--- src/rtl/gnss_raw_frame_tracker_defines.svh ---
// assertion helpers shared by the front, queue and back modules
`ifndef GNSS_RAW_FRAME_TRACKER_DEFINES_SVH
`define GNSS_RAW_FRAME_TRACKER_DEFINES_SVH
`ifndef SYNTHESIS
// same-cycle implication on aclk, off during reset
`define GRFT_ASSERT_IMP(lbl, ante, cons) \
    lbl: assert property (@(posedge aclk) disable iff (!aresetn) (ante) |-> (cons)) \
        else $error("grft assertion failed");
// next-cycle implication on aclk, off during reset
`define GRFT_ASSERT_NXT(lbl, ante, cons) \
    lbl: assert property (@(posedge aclk) disable iff (!aresetn) (ante) |=> (cons)) \
        else $error("grft assertion failed");
`else
`define GRFT_ASSERT_IMP(lbl, ante, cons)
`define GRFT_ASSERT_NXT(lbl, ante, cons)
`endif
`endif

--- src/rtl/grft_pkg.sv ---
`timescale 1ns / 1ps

package grft_pkg;

    localparam int BYTE_W    = 8;
    localparam int TIME_W    = 32;
    localparam int HP_W      = 4;
    localparam int CFG_IDX_W = 3;
    localparam int IDX_W     = 4;

    // configuration register indexes
    localparam logic [CFG_IDX_W-1:0] REG_MATCH_CLASS   = 3'd0;
    localparam logic [CFG_IDX_W-1:0] REG_MATCH_ID      = 3'd1;
    localparam logic [CFG_IDX_W-1:0] REG_POLL_INTERVAL = 3'd2;
    localparam logic [CFG_IDX_W-1:0] REG_LAST_SVID     = 3'd3;

    // register reset values
    localparam logic [BYTE_W-1:0] CLASS_RST    = 8'h02;
    localparam logic [BYTE_W-1:0] ID_RST       = 8'h10;
    localparam logic [BYTE_W-1:0] INTERVAL_RST = 8'd16;
    localparam logic [BYTE_W-1:0] LAST_SVID_RST = 8'd32;

    // frame constants
    localparam logic [BYTE_W-1:0] SYNC_1     = 8'hB5;
    localparam logic [BYTE_W-1:0] SYNC_2     = 8'h62;
    localparam logic [BYTE_W-1:0] CLS_AID    = 8'h0B;
    localparam logic [BYTE_W-1:0] ID_HUI     = 8'h02;
    localparam logic [BYTE_W-1:0] CLS_RXM    = 8'h02;
    localparam logic [BYTE_W-1:0] ID_EPH     = 8'h31;
    localparam logic [BYTE_W-1:0] EPH_LEN_LO = 8'h01;
    localparam logic [BYTE_W-1:0] EPH_LEN_HI = 8'h00;
    localparam logic [BYTE_W-1:0] HUI_LEN_LO = 8'h00;
    localparam logic [BYTE_W-1:0] HUI_LEN_HI = 8'h00;

    // fletcher sums of the fixed body bytes; the svid adds once to each sum
    localparam logic [BYTE_W-1:0] EPH_CKA_BASE =
        8'(CLS_RXM + ID_EPH + EPH_LEN_LO + EPH_LEN_HI);
    localparam logic [BYTE_W-1:0] EPH_CKB_BASE =
        8'(5 * CLS_RXM + 4 * ID_EPH + 3 * EPH_LEN_LO + 2 * EPH_LEN_HI);
    localparam logic [BYTE_W-1:0] HUI_CKA =
        8'(CLS_AID + ID_HUI + HUI_LEN_LO + HUI_LEN_HI);
    localparam logic [BYTE_W-1:0] HUI_CKB =
        8'(4 * CLS_AID + 3 * ID_HUI + 2 * HUI_LEN_LO + HUI_LEN_HI);

    localparam logic [IDX_W-1:0] EPH_LAST = 4'd8;
    localparam logic [IDX_W-1:0] HUI_LAST = 4'd7;

    // header positions
    localparam logic [HP_W-1:0] HP_IDLE       = 4'd0;
    localparam logic [HP_W-1:0] HP_GOT_SYNC1  = 4'd1;
    localparam logic [HP_W-1:0] HP_GOT_SYNC2  = 4'd2;
    localparam logic [HP_W-1:0] HP_GOT_CLASS  = 4'd3;
    localparam logic [HP_W-1:0] HP_TIME_FIRST = 4'd7;
    localparam logic [HP_W-1:0] HP_TIME_LAST  = 4'd10;
    localparam logic [HP_W-1:0] HP_SATS       = 4'd13;

    // divide by 1000 as multiply by ceil(2^41/1000), exact below 2^31
    localparam int              MS_PER_S    = 1000;
    localparam int              RECIP_SHIFT = 41;
    localparam logic [31:0]     RECIP       = 32'd2199023256;
    localparam int              Q_W         = 22;

    localparam int QUEUE_DEPTH = 4;
    localparam int QPTR_W      = $clog2(QUEUE_DEPTH);
    localparam int QCNT_W      = $clog2(QUEUE_DEPTH + 1);

    typedef enum logic [1:0] {
        ST_FIRST,
        ST_EPH,
        ST_HEALTH,
        ST_STATUS
    } grft_bstate_t;

    // one accepted byte: status snapshot plus the polls it triggers
    typedef struct packed {
        logic [TIME_W-1:0] time_ms;
        logic [BYTE_W-1:0] sats;
        logic              fresh;
        logic              eph;
        logic [BYTE_W-1:0] svid;
        logic              health;
    } grft_job_t;

    typedef struct packed {
        grft_job_t job;
        logic      need_round;
        logic      wb;
    } grft_stage_t;

    typedef struct packed {
        logic              kind;
        logic [BYTE_W-1:0] tx;
        logic              frame_end;
        logic              run_end;
        logic [TIME_W-1:0] time_ms;
        logic [BYTE_W-1:0] sats;
        logic              fresh;
    } grft_res_t;

    function automatic logic [BYTE_W-1:0] eph_byte(input logic [IDX_W-1:0] idx,
                                                   input logic [BYTE_W-1:0] svid);
        logic [BYTE_W-1:0] b;
        unique case (idx)
            4'd0:    b = SYNC_1;
            4'd1:    b = SYNC_2;
            4'd2:    b = CLS_RXM;
            4'd3:    b = ID_EPH;
            4'd4:    b = EPH_LEN_LO;
            4'd5:    b = EPH_LEN_HI;
            4'd6:    b = svid;
            4'd7:    b = EPH_CKA_BASE + svid;
            4'd8:    b = EPH_CKB_BASE + svid;
            default: b = '0;
        endcase
        return b;
    endfunction

    function automatic logic [BYTE_W-1:0] hui_byte(input logic [IDX_W-1:0] idx);
        logic [BYTE_W-1:0] b;
        unique case (idx)
            4'd0:    b = SYNC_1;
            4'd1:    b = SYNC_2;
            4'd2:    b = CLS_AID;
            4'd3:    b = ID_HUI;
            4'd4:    b = HUI_LEN_LO;
            4'd5:    b = HUI_LEN_HI;
            4'd6:    b = HUI_CKA;
            4'd7:    b = HUI_CKB;
            default: b = '0;
        endcase
        return b;
    endfunction

    function automatic grft_res_t tx_res(input logic [BYTE_W-1:0] b, input logic last);
        grft_res_t r;
        r           = '0;
        r.kind      = 1'b1;
        r.tx        = b;
        r.frame_end = last;
        return r;
    endfunction

    function automatic grft_res_t status_res(input grft_job_t j);
        grft_res_t r;
        r         = '0;
        r.run_end = 1'b1;
        r.time_ms = j.time_ms;
        r.sats    = j.sats;
        r.fresh   = j.fresh;
        return r;
    endfunction

endpackage

--- src/rtl/grft_front.sv ---
`timescale 1ns / 1ps
`include "gnss_raw_frame_tracker_defines.svh"

module grft_front (
    input  logic                               aclk,
    input  logic                               aresetn,
    input  logic                               cfg_wr_en,
    input  logic [grft_pkg::CFG_IDX_W-1:0]     cfg_index,
    input  logic [grft_pkg::BYTE_W-1:0]        cfg_wdata,
    input  logic                               s_valid,
    output logic                               s_ready,
    input  logic [grft_pkg::BYTE_W-1:0]        s_rx_byte,
    input  logic                               adv,
    input  logic                               wb_valid,
    input  logic [grft_pkg::TIME_W-1:0]        wb_time,
    output logic                               s0_valid,
    output grft_pkg::grft_stage_t              s0_stage
);
    import grft_pkg::*;

    logic [BYTE_W-1:0] class_reg, id_reg, interval_reg, last_svid_reg;
    logic [HP_W-1:0]   hdr_reg, hdr_next, pos;
    logic [TIME_W-1:0] time_reg, time_next, time_upd;
    logic [BYTE_W-1:0] sats_reg, sats_next;
    logic              fresh_reg, fresh_next;
    logic [BYTE_W-1:0] cd_reg, cd_next, cd_dec;
    logic [BYTE_W-1:0] sv_reg, sv_next, sv_inc;
    logic              pending_reg, pending_next;
    logic              s0_valid_reg;
    grft_stage_t       s0_reg;
    logic              accept;
    logic              origin, eph, health;
    logic [1:0]        byte_sel;

    assign s_ready = adv;
    assign accept  = s_valid && adv;

    // configuration writes, unknown indexes ignored
    always_ff @(posedge aclk) begin
        if (!aresetn) begin
            class_reg     <= CLASS_RST;
            id_reg        <= ID_RST;
            interval_reg  <= INTERVAL_RST;
            last_svid_reg <= LAST_SVID_RST;
        end else if (cfg_wr_en) begin
            unique case (cfg_index)
                REG_MATCH_CLASS:   class_reg     <= cfg_wdata;
                REG_MATCH_ID:      id_reg        <= cfg_wdata;
                REG_POLL_INTERVAL: interval_reg  <= cfg_wdata;
                REG_LAST_SVID:     last_svid_reg <= cfg_wdata;
                default: ;
            endcase
        end
    end

    // header match, time/count capture and poll decision
    always_comb begin
        hdr_next   = hdr_reg;
        time_upd   = time_reg;
        sats_next  = sats_reg;
        fresh_next = fresh_reg;
        cd_next    = cd_reg;
        sv_next    = sv_reg;
        origin     = 1'b0;
        eph        = 1'b0;
        health     = 1'b0;
        pos        = hdr_reg + 4'd1;
        cd_dec     = cd_reg - 8'd1;
        sv_inc     = sv_reg + 8'd1;
        byte_sel   = 2'(pos - HP_TIME_FIRST);
        if (accept) begin
            unique case (hdr_reg)
                HP_IDLE: begin
                    if (s_rx_byte == SYNC_1) hdr_next = HP_GOT_SYNC1;
                end
                HP_GOT_SYNC1: hdr_next = (s_rx_byte == SYNC_2) ? HP_GOT_SYNC2 : HP_IDLE;
                HP_GOT_SYNC2: hdr_next = (s_rx_byte == class_reg) ? HP_GOT_CLASS : HP_IDLE;
                HP_GOT_CLASS: hdr_next = (s_rx_byte == id_reg) ? pos : HP_IDLE;
                default: begin
                    hdr_next = pos;
                    if (pos >= HP_TIME_FIRST && pos <= HP_TIME_LAST) begin
                        if (pos == HP_TIME_FIRST) fresh_next = 1'b0;
                        for (int b = 0; b < 4; b++) begin
                            if (byte_sel == 2'(b)) time_upd[8*b +: 8] = s_rx_byte;
                        end
                        origin = (pos == HP_TIME_LAST) && (time_upd != '0)
                                 && !time_upd[TIME_W-1];
                    end else if (pos >= HP_SATS) begin
                        sats_next  = s_rx_byte;
                        fresh_next = 1'b1;
                        hdr_next   = HP_IDLE;
                        cd_next    = cd_dec;
                        if (cd_dec == '0) begin
                            cd_next = interval_reg;
                            sv_next = sv_inc;
                            eph     = 1'b1;
                            if (sv_inc == last_svid_reg) begin
                                health  = 1'b1;
                                sv_next = '0;
                            end
                        end
                    end
                end
            endcase
        end
        // rounded time comes back from the rounding pipe
        time_next    = wb_valid ? wb_time : time_upd;
        pending_next = (accept && origin) ? 1'b1 : (wb_valid ? 1'b0 : pending_reg);
    end

    always_ff @(posedge aclk) begin
        if (!aresetn) begin
            hdr_reg      <= HP_IDLE;
            time_reg     <= '0;
            sats_reg     <= '0;
            fresh_reg    <= 1'b0;
            cd_reg       <= INTERVAL_RST;
            sv_reg       <= '0;
            pending_reg  <= 1'b0;
            s0_valid_reg <= 1'b0;
        end else begin
            hdr_reg     <= hdr_next;
            time_reg    <= time_next;
            sats_reg    <= sats_next;
            fresh_reg   <= fresh_next;
            cd_reg      <= cd_next;
            sv_reg      <= sv_next;
            pending_reg <= pending_next;
            if (adv) s0_valid_reg <= accept;
        end
    end

    // front output register
    always_ff @(posedge aclk) begin
        if (adv) begin
            s0_reg.job.time_ms <= time_upd;
            s0_reg.job.sats    <= sats_next;
            s0_reg.job.fresh   <= fresh_next;
            s0_reg.job.eph     <= eph;
            s0_reg.job.svid    <= sv_inc;
            s0_reg.job.health  <= health;
            s0_reg.need_round  <= origin || pending_reg;
            s0_reg.wb          <= origin;
        end
    end

    assign s0_valid = s0_valid_reg;
    assign s0_stage = s0_reg;

    `GRFT_ASSERT_IMP(a_wb_needs_pending, wb_valid, pending_reg)

endmodule

--- src/rtl/grft_round.sv ---
`timescale 1ns / 1ps

module grft_round (
    input  logic                        aclk,
    input  logic                        aresetn,
    input  logic                        adv,
    input  logic                        s0_valid,
    input  grft_pkg::grft_stage_t       s0_stage,
    output logic                        s2_valid,
    output grft_pkg::grft_job_t         s2_job,
    output logic                        s2_wb,
    output logic [grft_pkg::TIME_W-1:0] s2_round_time
);
    import grft_pkg::*;

    logic              s1_valid_reg, s2_valid_reg;
    grft_stage_t       s1_reg, s2_reg;
    logic [Q_W-1:0]    s1_q_reg;
    logic [TIME_W-1:0] s2_rounded_reg;
    logic [62:0]       prod;
    logic [32:0]       up_full;

    // quotient by reciprocal multiply
    assign prod = {32'd0, s0_stage.job.time_ms[TIME_W-2:0]} * {31'd0, RECIP};

    // next multiple of 1000 above the time, modulo 2^32
    assign up_full = 33'({1'b0, s1_q_reg} + 23'd1) * 33'(MS_PER_S);

    always_ff @(posedge aclk) begin
        if (!aresetn) begin
            s1_valid_reg <= 1'b0;
            s2_valid_reg <= 1'b0;
        end else if (adv) begin
            s1_valid_reg <= s0_valid;
            s2_valid_reg <= s1_valid_reg;
        end
    end

    always_ff @(posedge aclk) begin
        if (adv) begin
            s1_reg         <= s0_stage;
            s1_q_reg       <= prod[RECIP_SHIFT +: Q_W];
            s2_reg         <= s1_reg;
            s2_rounded_reg <= up_full[TIME_W-1:0];
        end
    end

    // pick rounded or raw time for the status snapshot
    always_comb begin
        s2_job = s2_reg.job;
        if (s2_reg.need_round) s2_job.time_ms = s2_rounded_reg;
    end

    assign s2_valid      = s2_valid_reg;
    assign s2_wb         = s2_reg.wb;
    assign s2_round_time = s2_rounded_reg;

endmodule

--- src/rtl/grft_queue.sv ---
`timescale 1ns / 1ps
`include "gnss_raw_frame_tracker_defines.svh"

module grft_queue (
    input  logic                aclk,
    input  logic                aresetn,
    input  logic                push,
    input  grft_pkg::grft_job_t din,
    input  logic                pop,
    output grft_pkg::grft_job_t head,
    output logic                full,
    output logic                empty
);
    import grft_pkg::*;

    grft_job_t           mem_reg [QUEUE_DEPTH];
    logic [QPTR_W-1:0]   wr_ptr_reg, rd_ptr_reg;
    logic [QCNT_W-1:0]   count_reg, count_next;

    assign full  = (count_reg == QCNT_W'(QUEUE_DEPTH));
    assign empty = (count_reg == '0);
    assign head  = mem_reg[rd_ptr_reg];

    // occupancy
    always_comb begin
        count_next = count_reg;
        if (push && !pop) count_next = count_reg + 1'b1;
        else if (pop && !push) count_next = count_reg - 1'b1;
    end

    always_ff @(posedge aclk) begin
        if (!aresetn) begin
            wr_ptr_reg <= '0;
            rd_ptr_reg <= '0;
            count_reg  <= '0;
        end else begin
            if (push) wr_ptr_reg <= wr_ptr_reg + 1'b1;
            if (pop)  rd_ptr_reg <= rd_ptr_reg + 1'b1;
            count_reg <= count_next;
        end
    end

    always_ff @(posedge aclk) begin
        if (push) mem_reg[wr_ptr_reg] <= din;
    end

    `GRFT_ASSERT_IMP(a_q_no_overflow, push, !full)
    `GRFT_ASSERT_IMP(a_q_no_underflow, pop, !empty)
    `GRFT_ASSERT_NXT(a_q_count_up, push && !pop, count_reg == $past(count_reg) + 1'b1)

endmodule

--- src/rtl/grft_back.sv ---
`timescale 1ns / 1ps
`include "gnss_raw_frame_tracker_defines.svh"

module grft_back (
    input  logic                        aclk,
    input  logic                        aresetn,
    input  grft_pkg::grft_job_t         head,
    input  logic                        q_empty,
    output logic                        pop,
    output logic                        m_valid,
    input  logic                        m_ready,
    output grft_pkg::grft_res_t         m_res
);
    import grft_pkg::*;

    grft_bstate_t      st_reg, st_next;
    logic [IDX_W-1:0]  idx_reg, idx_next;
    grft_res_t         res_cur, res_reg;
    logic              m_valid_reg;
    logic              out_load;

    assign out_load = !q_empty && (!m_valid_reg || m_ready);
    assign pop      = out_load && res_cur.run_end;

    // result selected for the current sequencer step
    always_comb begin
        unique case (st_reg)
            ST_FIRST:  res_cur = head.eph ? tx_res(eph_byte('0, head.svid), 1'b0)
                                          : status_res(head);
            ST_EPH:    res_cur = tx_res(eph_byte(idx_reg, head.svid), idx_reg == EPH_LAST);
            ST_HEALTH: res_cur = tx_res(hui_byte(idx_reg), idx_reg == HUI_LAST);
            ST_STATUS: res_cur = status_res(head);
            default:   res_cur = status_res(head);
        endcase
    end

    // sequencer next state
    always_comb begin
        st_next  = st_reg;
        idx_next = idx_reg;
        if (out_load) begin
            unique case (st_reg)
                ST_FIRST: begin
                    if (head.eph) begin
                        st_next  = ST_EPH;
                        idx_next = 4'd1;
                    end
                end
                ST_EPH: begin
                    if (idx_reg == EPH_LAST) begin
                        st_next  = head.health ? ST_HEALTH : ST_STATUS;
                        idx_next = '0;
                    end else begin
                        idx_next = idx_reg + 4'd1;
                    end
                end
                ST_HEALTH: begin
                    if (idx_reg == HUI_LAST) begin
                        st_next  = ST_STATUS;
                        idx_next = '0;
                    end else begin
                        idx_next = idx_reg + 4'd1;
                    end
                end
                ST_STATUS: begin
                    st_next  = ST_FIRST;
                    idx_next = '0;
                end
                default: begin
                    st_next  = ST_FIRST;
                    idx_next = '0;
                end
            endcase
        end
    end

    always_ff @(posedge aclk) begin
        if (!aresetn) begin
            st_reg      <= ST_FIRST;
            idx_reg     <= '0;
            m_valid_reg <= 1'b0;
        end else begin
            st_reg  <= st_next;
            idx_reg <= idx_next;
            if (out_load) m_valid_reg <= 1'b1;
            else if (m_ready) m_valid_reg <= 1'b0;
        end
    end

    // output register
    always_ff @(posedge aclk) begin
        if (out_load) res_reg <= res_cur;
    end

    assign m_valid = m_valid_reg;
    assign m_res   = res_reg;

    `GRFT_ASSERT_IMP(a_mid_frame_has_head, st_reg != ST_FIRST, !q_empty)
    `GRFT_ASSERT_IMP(a_frame_end_is_tx, m_valid_reg && res_reg.frame_end, res_reg.kind)

endmodule

--- src/rtl/gnss_raw_frame_tracker.sv ---
`timescale 1ns / 1ps
// A status result follows the poll bytes its byte triggers, after the front register, the
// two-stage divide-by-1000 pipeline, the 4-entry queue that absorbs polls and the output register.
// Throughput: one byte per cycle unless a full queue stalls the pipe; a byte that triggers polls
// holds the single result port for its ephemeris frame, any health frame and its status result.
// Reset (aresetn low, synchronous): registers to defaults, matcher idle, queue and output empty.

module gnss_raw_frame_tracker (
    input  logic                               aclk,
    input  logic                               aresetn,
    input  logic                               cfg_wr_en,
    input  logic [grft_pkg::CFG_IDX_W-1:0]     cfg_index,
    input  logic [grft_pkg::BYTE_W-1:0]        cfg_wdata,
    input  logic                               s_valid,
    output logic                               s_ready,
    input  logic [grft_pkg::BYTE_W-1:0]        s_rx_byte,
    output logic                               m_valid,
    input  logic                               m_ready,
    output logic                               m_result_kind,
    output logic [grft_pkg::BYTE_W-1:0]        m_tx_byte,
    output logic                               m_frame_end,
    output logic                               m_run_end,
    output logic signed [grft_pkg::TIME_W-1:0] m_time_ms,
    output logic [grft_pkg::BYTE_W-1:0]        m_sat_count,
    output logic                               m_fresh
);
    import grft_pkg::*;

    logic              adv;
    logic              s0_valid, s2_valid, s2_wb;
    grft_stage_t       s0_stage;
    grft_job_t         s2_job, q_head;
    logic [TIME_W-1:0] s2_round_time;
    logic              push, wb_valid, q_full, q_empty, q_pop;
    grft_res_t         m_res;

    // the front pipe moves as one unless its last stage waits on a full queue
    assign adv      = !(s2_valid && q_full);
    assign push     = s2_valid && adv;
    assign wb_valid = push && s2_wb;

    grft_front u_front (
        .aclk      (aclk),
        .aresetn   (aresetn),
        .cfg_wr_en (cfg_wr_en),
        .cfg_index (cfg_index),
        .cfg_wdata (cfg_wdata),
        .s_valid   (s_valid),
        .s_ready   (s_ready),
        .s_rx_byte (s_rx_byte),
        .adv       (adv),
        .wb_valid  (wb_valid),
        .wb_time   (s2_round_time),
        .s0_valid  (s0_valid),
        .s0_stage  (s0_stage)
    );

    grft_round u_round (
        .aclk          (aclk),
        .aresetn       (aresetn),
        .adv           (adv),
        .s0_valid      (s0_valid),
        .s0_stage      (s0_stage),
        .s2_valid      (s2_valid),
        .s2_job        (s2_job),
        .s2_wb         (s2_wb),
        .s2_round_time (s2_round_time)
    );

    grft_queue u_queue (
        .aclk    (aclk),
        .aresetn (aresetn),
        .push    (push),
        .din     (s2_job),
        .pop     (q_pop),
        .head    (q_head),
        .full    (q_full),
        .empty   (q_empty)
    );

    grft_back u_back (
        .aclk    (aclk),
        .aresetn (aresetn),
        .head    (q_head),
        .q_empty (q_empty),
        .pop     (q_pop),
        .m_valid (m_valid),
        .m_ready (m_ready),
        .m_res   (m_res)
    );

    assign m_result_kind = m_res.kind;
    assign m_tx_byte     = m_res.tx;
    assign m_frame_end   = m_res.frame_end;
    assign m_run_end     = m_res.run_end;
    assign m_time_ms     = $signed(m_res.time_ms);
    assign m_sat_count   = m_res.sats;
    assign m_fresh       = m_res.fresh;

endmodule
--- config.mk ---
export PLATFORM = sky130hd
export DESIGN_NAME = gnss_raw_frame_tracker
export DESIGN_NICKNAME = d
export VERILOG_FILES = /design/src/rtl/grft_pkg.sv /design/src/rtl/grft_front.sv /design/src/rtl/grft_round.sv /design/src/rtl/grft_queue.sv /design/src/rtl/grft_back.sv /design/src/rtl/gnss_raw_frame_tracker.sv
export VERILOG_INCLUDE_DIRS = /design/src /design/src/rtl
export SDC_FILE = /design/constraint.sdc
export NUM_CORES = 2
export LEC_CHECK = 0
export BUFFER_PORTS_ARGS = -buffer_cell sky130_fd_sc_hd__buf_2
export CORE_ASPECT_RATIO = 1.2
export CORE_UTILIZATION = 60
export DETAILED_ROUTE_END_ITERATION = 12
export GPL_ROUTABILITY_DRIVEN = 0
export PLACE_DENSITY = 0.77
export SYNTH_ARGS = -nofsm -noshare
export SYNTH_HDL_FRONTEND = slang
export SYNTH_HIERARCHICAL = 1
export SYNTH_SLANG_ARGS = --single-unit
--- constraint.sdc ---
create_clock -name aclk -period 14 [get_ports aclk]
set_input_delay 1.4 -clock aclk [delete_from_list [all_inputs] [get_ports aclk]]
set_output_delay 1.4 -clock aclk [all_outputs]
set_load 0.02 [all_outputs]
; Word level (Yosys, flattened, before mapping)
; Memory sizes are Yosys's and may differ from the RTL's. A register that Yosys moved wholly into a read port is not among the register bits.
; Cells that the tools add are included.
[word_totals]
reg_bits = 373
mem_bits_rw = 204
mem_bits_ro = 64
input_bits = 24
out_inout_bits = 54
word_cells = 223
mem_count = 2
[op_classes]
n_addsub = 12
n_mul = 2
magnitude_cmp = 3
n_eq_ne = 31
n_mux = 69
bitwise_logic = 6
reduce_logical = 44
[memory_table]
columns = memory, depth, word_bits, read_ports, rd_ports_with_merged_regs, wr, line_no
row1 = u_queue.mem_reg, 4, 51, 1, 1, 1, grft_queue.sv:16  ; grft_job_t mem_reg [QUEUE_DEPTH];
row2 = (no name shown), 8, 8, 1, 1, 0, grft_pkg.sv:120  ; unique case (idx)
[op_table]
columns = cell, count
row1 = 52-bit one-hot mux with 4 select lines, 1
row2 = 8-bit 2-to-1 mux, 23
row3 = 32-bit 2-to-1 mux, 5
row4 = 8-bit one-hot mux with 8 select lines, 1
row5 = 31-bit by 29-bit multiplier with 60-bit output (second input constant), 1
row6 = 52-bit 2-to-1 mux, 1
row7 = 33-bit by 7-bit multiplier with 29-bit output (second input constant), 1
row8 = 4-bit one-hot mux with 4 select lines, 2
row9 = 32-bit nonzero test, 1
row10 = 4-bit 2-to-1 mux, 7
row11 = 8-bit equality test, 3
row12 = 22-bit by 1-bit adder with 23-bit output (second input constant), 1
row13 = 1-bit 2-to-1 mux, 17
row14 = 4-bit by 2-bit equality test with 1-bit output (second input constant), 4
row15 = 4-bit by 3-bit equality test with 1-bit output (second input constant), 4
row16 = 2-bit 2-to-1 mux, 7
row17 = 1-bit logical AND, 12
row18 = 3-bit 2-to-1 mux, 4
row19 = 2-bit AND reduction, 6
row20 = 4-bit by 1-bit adder with 4-bit output (second input constant), 2
row21 = 6-bit by 8-bit adder with 8-bit output (first input constant), 1
row22 = 8-bit by 1-bit adder with 8-bit output (second input constant), 1
row23 = 8-bit adder (first input constant), 1
row24 = 2-bit equality test (second input constant), 4
row25 = other kinds (32), 57

; Logic depth before layout (Yosys ltp)
[logic_depth]
ltp_word = 15
ltp_mapped = 25
mapped_depth_nobuf = 25

; Modules after synthesis
; The synthesis kept the hierarchy.
[by_module_without_submodules]
columns = mod, n_inst, cells_per_inst, area_each_um2, seq_area_each_um2
row1 = grft_round, 1, 2156, 23642.7, 4754.6
row2 = grft_queue, 1, 310, 7863.8, 6306.0
row3 = grft_front, 1, 682, 6904.1, 3493.4
row4 = grft_back, 1, 289, 3298.2, 1861.8
row5 = gnss_raw_frame_tracker, 1, 3, 22.5, 0.0

; Worst setup path before layout
; No wires, ideal clock.
[synth_timing]
path_type = register to register
from = register u_queue.count_reg[0]
to = register u_front.time_reg[10]
t_arrival_ns = 7.769
slack_ns = 6.115
stages_incl_launch_ff = 8
path_cell_list = dfxtp_1 -> nor3b_1 -> nand2_1 -> nand2_1 -> o41ai_4 -> nand2_2 -> mux2_4 -> o211a_1
[synth_between]
elab_chain_len = 6
word_cells_on_any_way = 8
[synth_rtl]
columns = element, line_no
row1 = "start, declared", grft_queue.sv:18  ; logic [QCNT_W-1:0] count_reg, count_next;
row2 = "start signal, assigned", grft_queue.sv:39  ; count_reg <= count_next;
row3 = 3-bit equality test, grft_queue.sv:20  ; assign full = (count_reg == QCNT_W'(QUEUE_DEPTH));
row4 = named net q_full, gnss_raw_frame_tracker.sv:34  ; logic push, wb_valid, q_full, q_empty, q_pop;
row5 = 1-bit logical AND, gnss_raw_frame_tracker.sv:38  ; assign adv = !(s2_valid && q_full);
row6 = 1-bit zero test, gnss_raw_frame_tracker.sv:38
row7 = named net adv, gnss_raw_frame_tracker.sv:29  ; logic adv;
row8 = 1-bit logical AND, grft_front.sv:36  ; assign accept = s_valid && adv;
row9 = 32-bit 2-to-1 mux, grft_front.sv:71  ; if (accept) begin
row10 = named net u_front.time_upd[10], grft_front.sv:23  ; logic [TIME_W-1:0] time_reg, time_next, time_upd;
row11 = 32-bit 2-to-1 mux, grft_front.sv:107  ; time_next = wb_valid ? wb_time : time_upd;
row12 = "end signal, assigned", grft_front.sv:123  ; time_reg <= time_next;
row13 = "end, declared", grft_front.sv:23
; The timed path passes the listed nets, and every way through them passes these cells.
; A chain may end at the register's enable or synchronous reset.

; Final worst setup path
[layout_timing]
from = register u_front.s0_reg, in the netlist u_front/s0_stage[44]
to = register u_round.s1_q_reg[13] (data pin)
[layout_between]
elab_chain_len = 1
[layout_rtl]
columns = element, line_no
row1 = "start, declared", grft_front.sv:30  ; grft_stage_t s0_reg;
row2 = 31-bit by 29-bit multiplier with 60-bit output, grft_round.sv:24  ; assign prod = {32'd0, s0_stage.job.time_ms[TIME_W-2:0]} * {31'd0, RECIP};
row3 = named net u_round.prod[54], grft_round.sv:20  ; logic [62:0] prod;
row4 = "end signal, assigned", grft_round.sv:42  ; s1_q_reg <= prod[RECIP_SHIFT +: Q_W];
row5 = "end, declared", grft_round.sv:18  ; logic [Q_W-1:0] s1_q_reg;
; The timed path passes the listed nets, and every way through them passes these cells.

==> reports/qor.txt <==
status: completed
internal power: 0.00344 W
Slew Limit Headroom: 25.2%
register area share after synthesis: 39.3%
leading cell type in the layout, fill and taps excluded: inv_1
Setup Skew: 48.5 ps
first-pass GRT wire length: 145000 um
flops & latches, synth: 587
total track usage: 26.5%
CP endpoint kind: flop
Worst EP required: 14330 ps
Synthesis Warnings: 6
Highest Clock Rate: 136 MHz
clock root cell: clkbuf_16
Hold Worst Slack: 399 ps
vias per cell: 5.69
fill count: 5020
initial antenna violation count: 2
largest net degree at the start of global routing: 87
worst hold path class: flop to flop
Synth Area in Simple Gates: 7.38%
clock buffer count from CTS: 52
Synth Area in Compound Gates: 6.65%
syn_area_per_cell: 12.1 um2
Post-synth top flop: edfxtp_1
Final Hold Viols: 0
max cap viols: 0
Reg2Reg Launch Point: u_front/s0_stage[44]
RSZ-0062 raised after global routing: no
adder-cell share of the synthesized area: 31.8%
Clock power frac: 29.3%
post-layout util: 64.9%
Final TNS setup: 0 ps
Die ar.: 0.0706 mm2
Reg power frac: 44.2%
Setup-failing EPs final: 0
Hold Path Origin: u_round/s1_reg[46]
max reg flops: 204
Rows: 105
footprint of the multi-input gates: 0.0221 mm2
Max FO, Critical Path: 11
Clock Latency Late Sink: 620 ps
DRT antenna net count: 0
worst setup margin: 6630 ps
worst slack at placement: 6720 ps
Syn Inst Count: 3440
IO Pins: 78
Setup Fix Bufs, Post-CTS: 0
Post-CTS Hold Fix Bufs: 0
mux cell area share after synthesis: 4.68%
CTS Buffer Depth: 3
GR Overflow Total: 0
max-slew violation count: 0
CTS tree: yes
number of synthesized flops with an enable pin: 466
share of layout cells above drive strength 1: 9.62%
start point of the critical path: u_front/s0_stage[44]
drt wl/cell: 20.5 um
post_cts resized: 0
vias in the first global route: 26465
Die Ht: 291 um
Setup CP Type: flop to flop
Worst Hold Path EP: u_round/s2_reg[46]
H-tree depth: 2
xor and xnor area share after synthesis: 2.34%
crit path DAT: 7700 ps
WL final: 90900 um
most frequent cells in the layout: inv_1, ha_1, edfxtp_1, fa_1, nand2_1
Psw: 0.00156 W
Vias: 25235
drt pass-1 iters: 6
Worst-Margin Slew: 1120 ps
DR iter-0 viols: 1624
post-synthesis cell type count: 105
r2r worst-path depth: 24
Final nets: 4343
combinational share of power: 26.5%
Period minus WS final: 7370 ps
leakage power: 21.7 nW
Starting Density: 60.9%
DRC: 0
Power Density: 112 mW/mm2
Area Overhead vs Synth: 6.70%
Sw Share: 31.2%
combinational family with the most area after synthesis: adder cells
die width: 243 um
Clock Pin Slew Worst Setup and Hold Paths: 70 ps
TritonCTS Sinks: 587
worst reg-to-reg setup slack: 6630 ps
type of origin of the critical path: flop
fraction of registers with async set/reset: 0%
Max VDD drop: 129 uV
fin crit share: 52.7%
register area: 0.0164 mm2
Worst Hold Depth: 0
input/output buffers: 77
Reg-to-Reg End: u_round/s1_q_reg[13]
netlist area before placement: 0.0417 mm2
DP HPWL: 68600 um
Placeable Area: 0.0686 mm2
## power groups by stage
stage	clock (W)	sequential, W	combinational (W)
after floorplan	0	0.00232	0.000895
after global placement	0	0.00224	0.00129
after detailed placement	0	0.00225	0.00131
after CTS	0.00149	0.00221	0.00134
after global routing	0.00155	0.00222	0.00148
final	0.00146	0.00221	0.00133
## logic make-up (layout without fill, tap and decap cells)
| family | after synthesis | after routing |
|---|---|---|
| other cells | 1 | 5 |
| fa+ha+maj | 839 | 839 |
| flops | 587 | 587 |
| compound gates | 390 | 390 |
| simple gates | 587 | 587 |
| xor+xnor | 110 | 110 |
| buf+inv | 804 | 886 |
| mux | 122 | 122 |
## synthesized netlist by cell type (26+ instances only)
master | count | area [um2]
nand2_1 | 173 | 649
edfxtp_1 | 466 | 14000
dfxtp_1 | 121 | 2420
fa_1 | 369 | 7390
inv_1 | 697 | 2620
a21o_1 | 38 | 285
o211a_1 | 32 | 320
ha_1 | 470 | 5880
and2_1 | 65 | 407
nor2b_1 | 30 | 188
buf_4 | 26 | 195
nand3_1 | 53 | 265
a21oi_1 | 109 | 546
xor2_1 | 41 | 359
mux2_2 | 60 | 676
nor3_1 | 33 | 165
o21ai_0 | 50 | 250
xnor2_1 | 68 | 596
nand2b_1 | 41 | 257
mux4_2 | 50 | 1130
nor2_1 | 76 | 285
clkbuf_1 | 49 | 184
## critical path, cell delays in order, from the launching register on
cell	delay (ps)
edfxtp_1	740
ha_1	380
fa_1	450
fa_1	510
inv_1	50
fa_1	480
inv_1	50
fa_1	490
inv_1	60
fa_1	590
inv_1	60
fa_1	480
inv_1	50
fa_1	480
inv_1	40
ha_1	380
nand3_2	160
nor2_1	130
nand4_1	120
a2111oi_2	450
o21ai_1	140
a21oi_2	260
a21o_2	220
a41oi_1	150
xnor2_1	160
## layout make-up
cell class	instances	share of cell area (%)
Clock buffer	66	3.13
Multi-Input combinational cell	2051	49.6
Inverter	698	5.88
Antenna cell	2	0.0112
Clock inverter	32	0.837
Sequential cell	587	36.9
Timing Repair Buffer	90	1.08
Tap cell	909	2.55
## worst max path at each step
stage / end
6_report: u_round/s1_q_reg[13]
5_1_grt: u_round/s1_q_reg[13]
4_1_cts: u_round/s1_q_reg[13]
3_5_place_dp: u_round/s1_q_reg[13]
3_3_place_gp: u_round/s1_q_reg[13]
2_1_floorplan: u_front/time_reg[10]
## stage by stage
step / std cells / instance area [um2] / total power (W)
floorplan: 3442 / 41700 / 0.00321
global placement: 4335 / 42800 / 0.00353
detailed placement: 4335 / 42800 / 0.00356
CTS: 4433 / 44500 / 0.00504
global route: 4434 / 44500 / 0.00525
finish: 4435 / 44500 / 0.00500
## metal layers
layer | up-vias | GRT usage (%) | wire [um]
li1 | 11682 | - | -
met1 | 12593 | 33.6 | 36400
met2 | 758 | 46.6 | 46900
met3 | 200 | 2.67 | 3780
met4 | 2 | 10.7 | 3810
met5 | - | 0 | 13
Power figures use the tool's default switching activity.
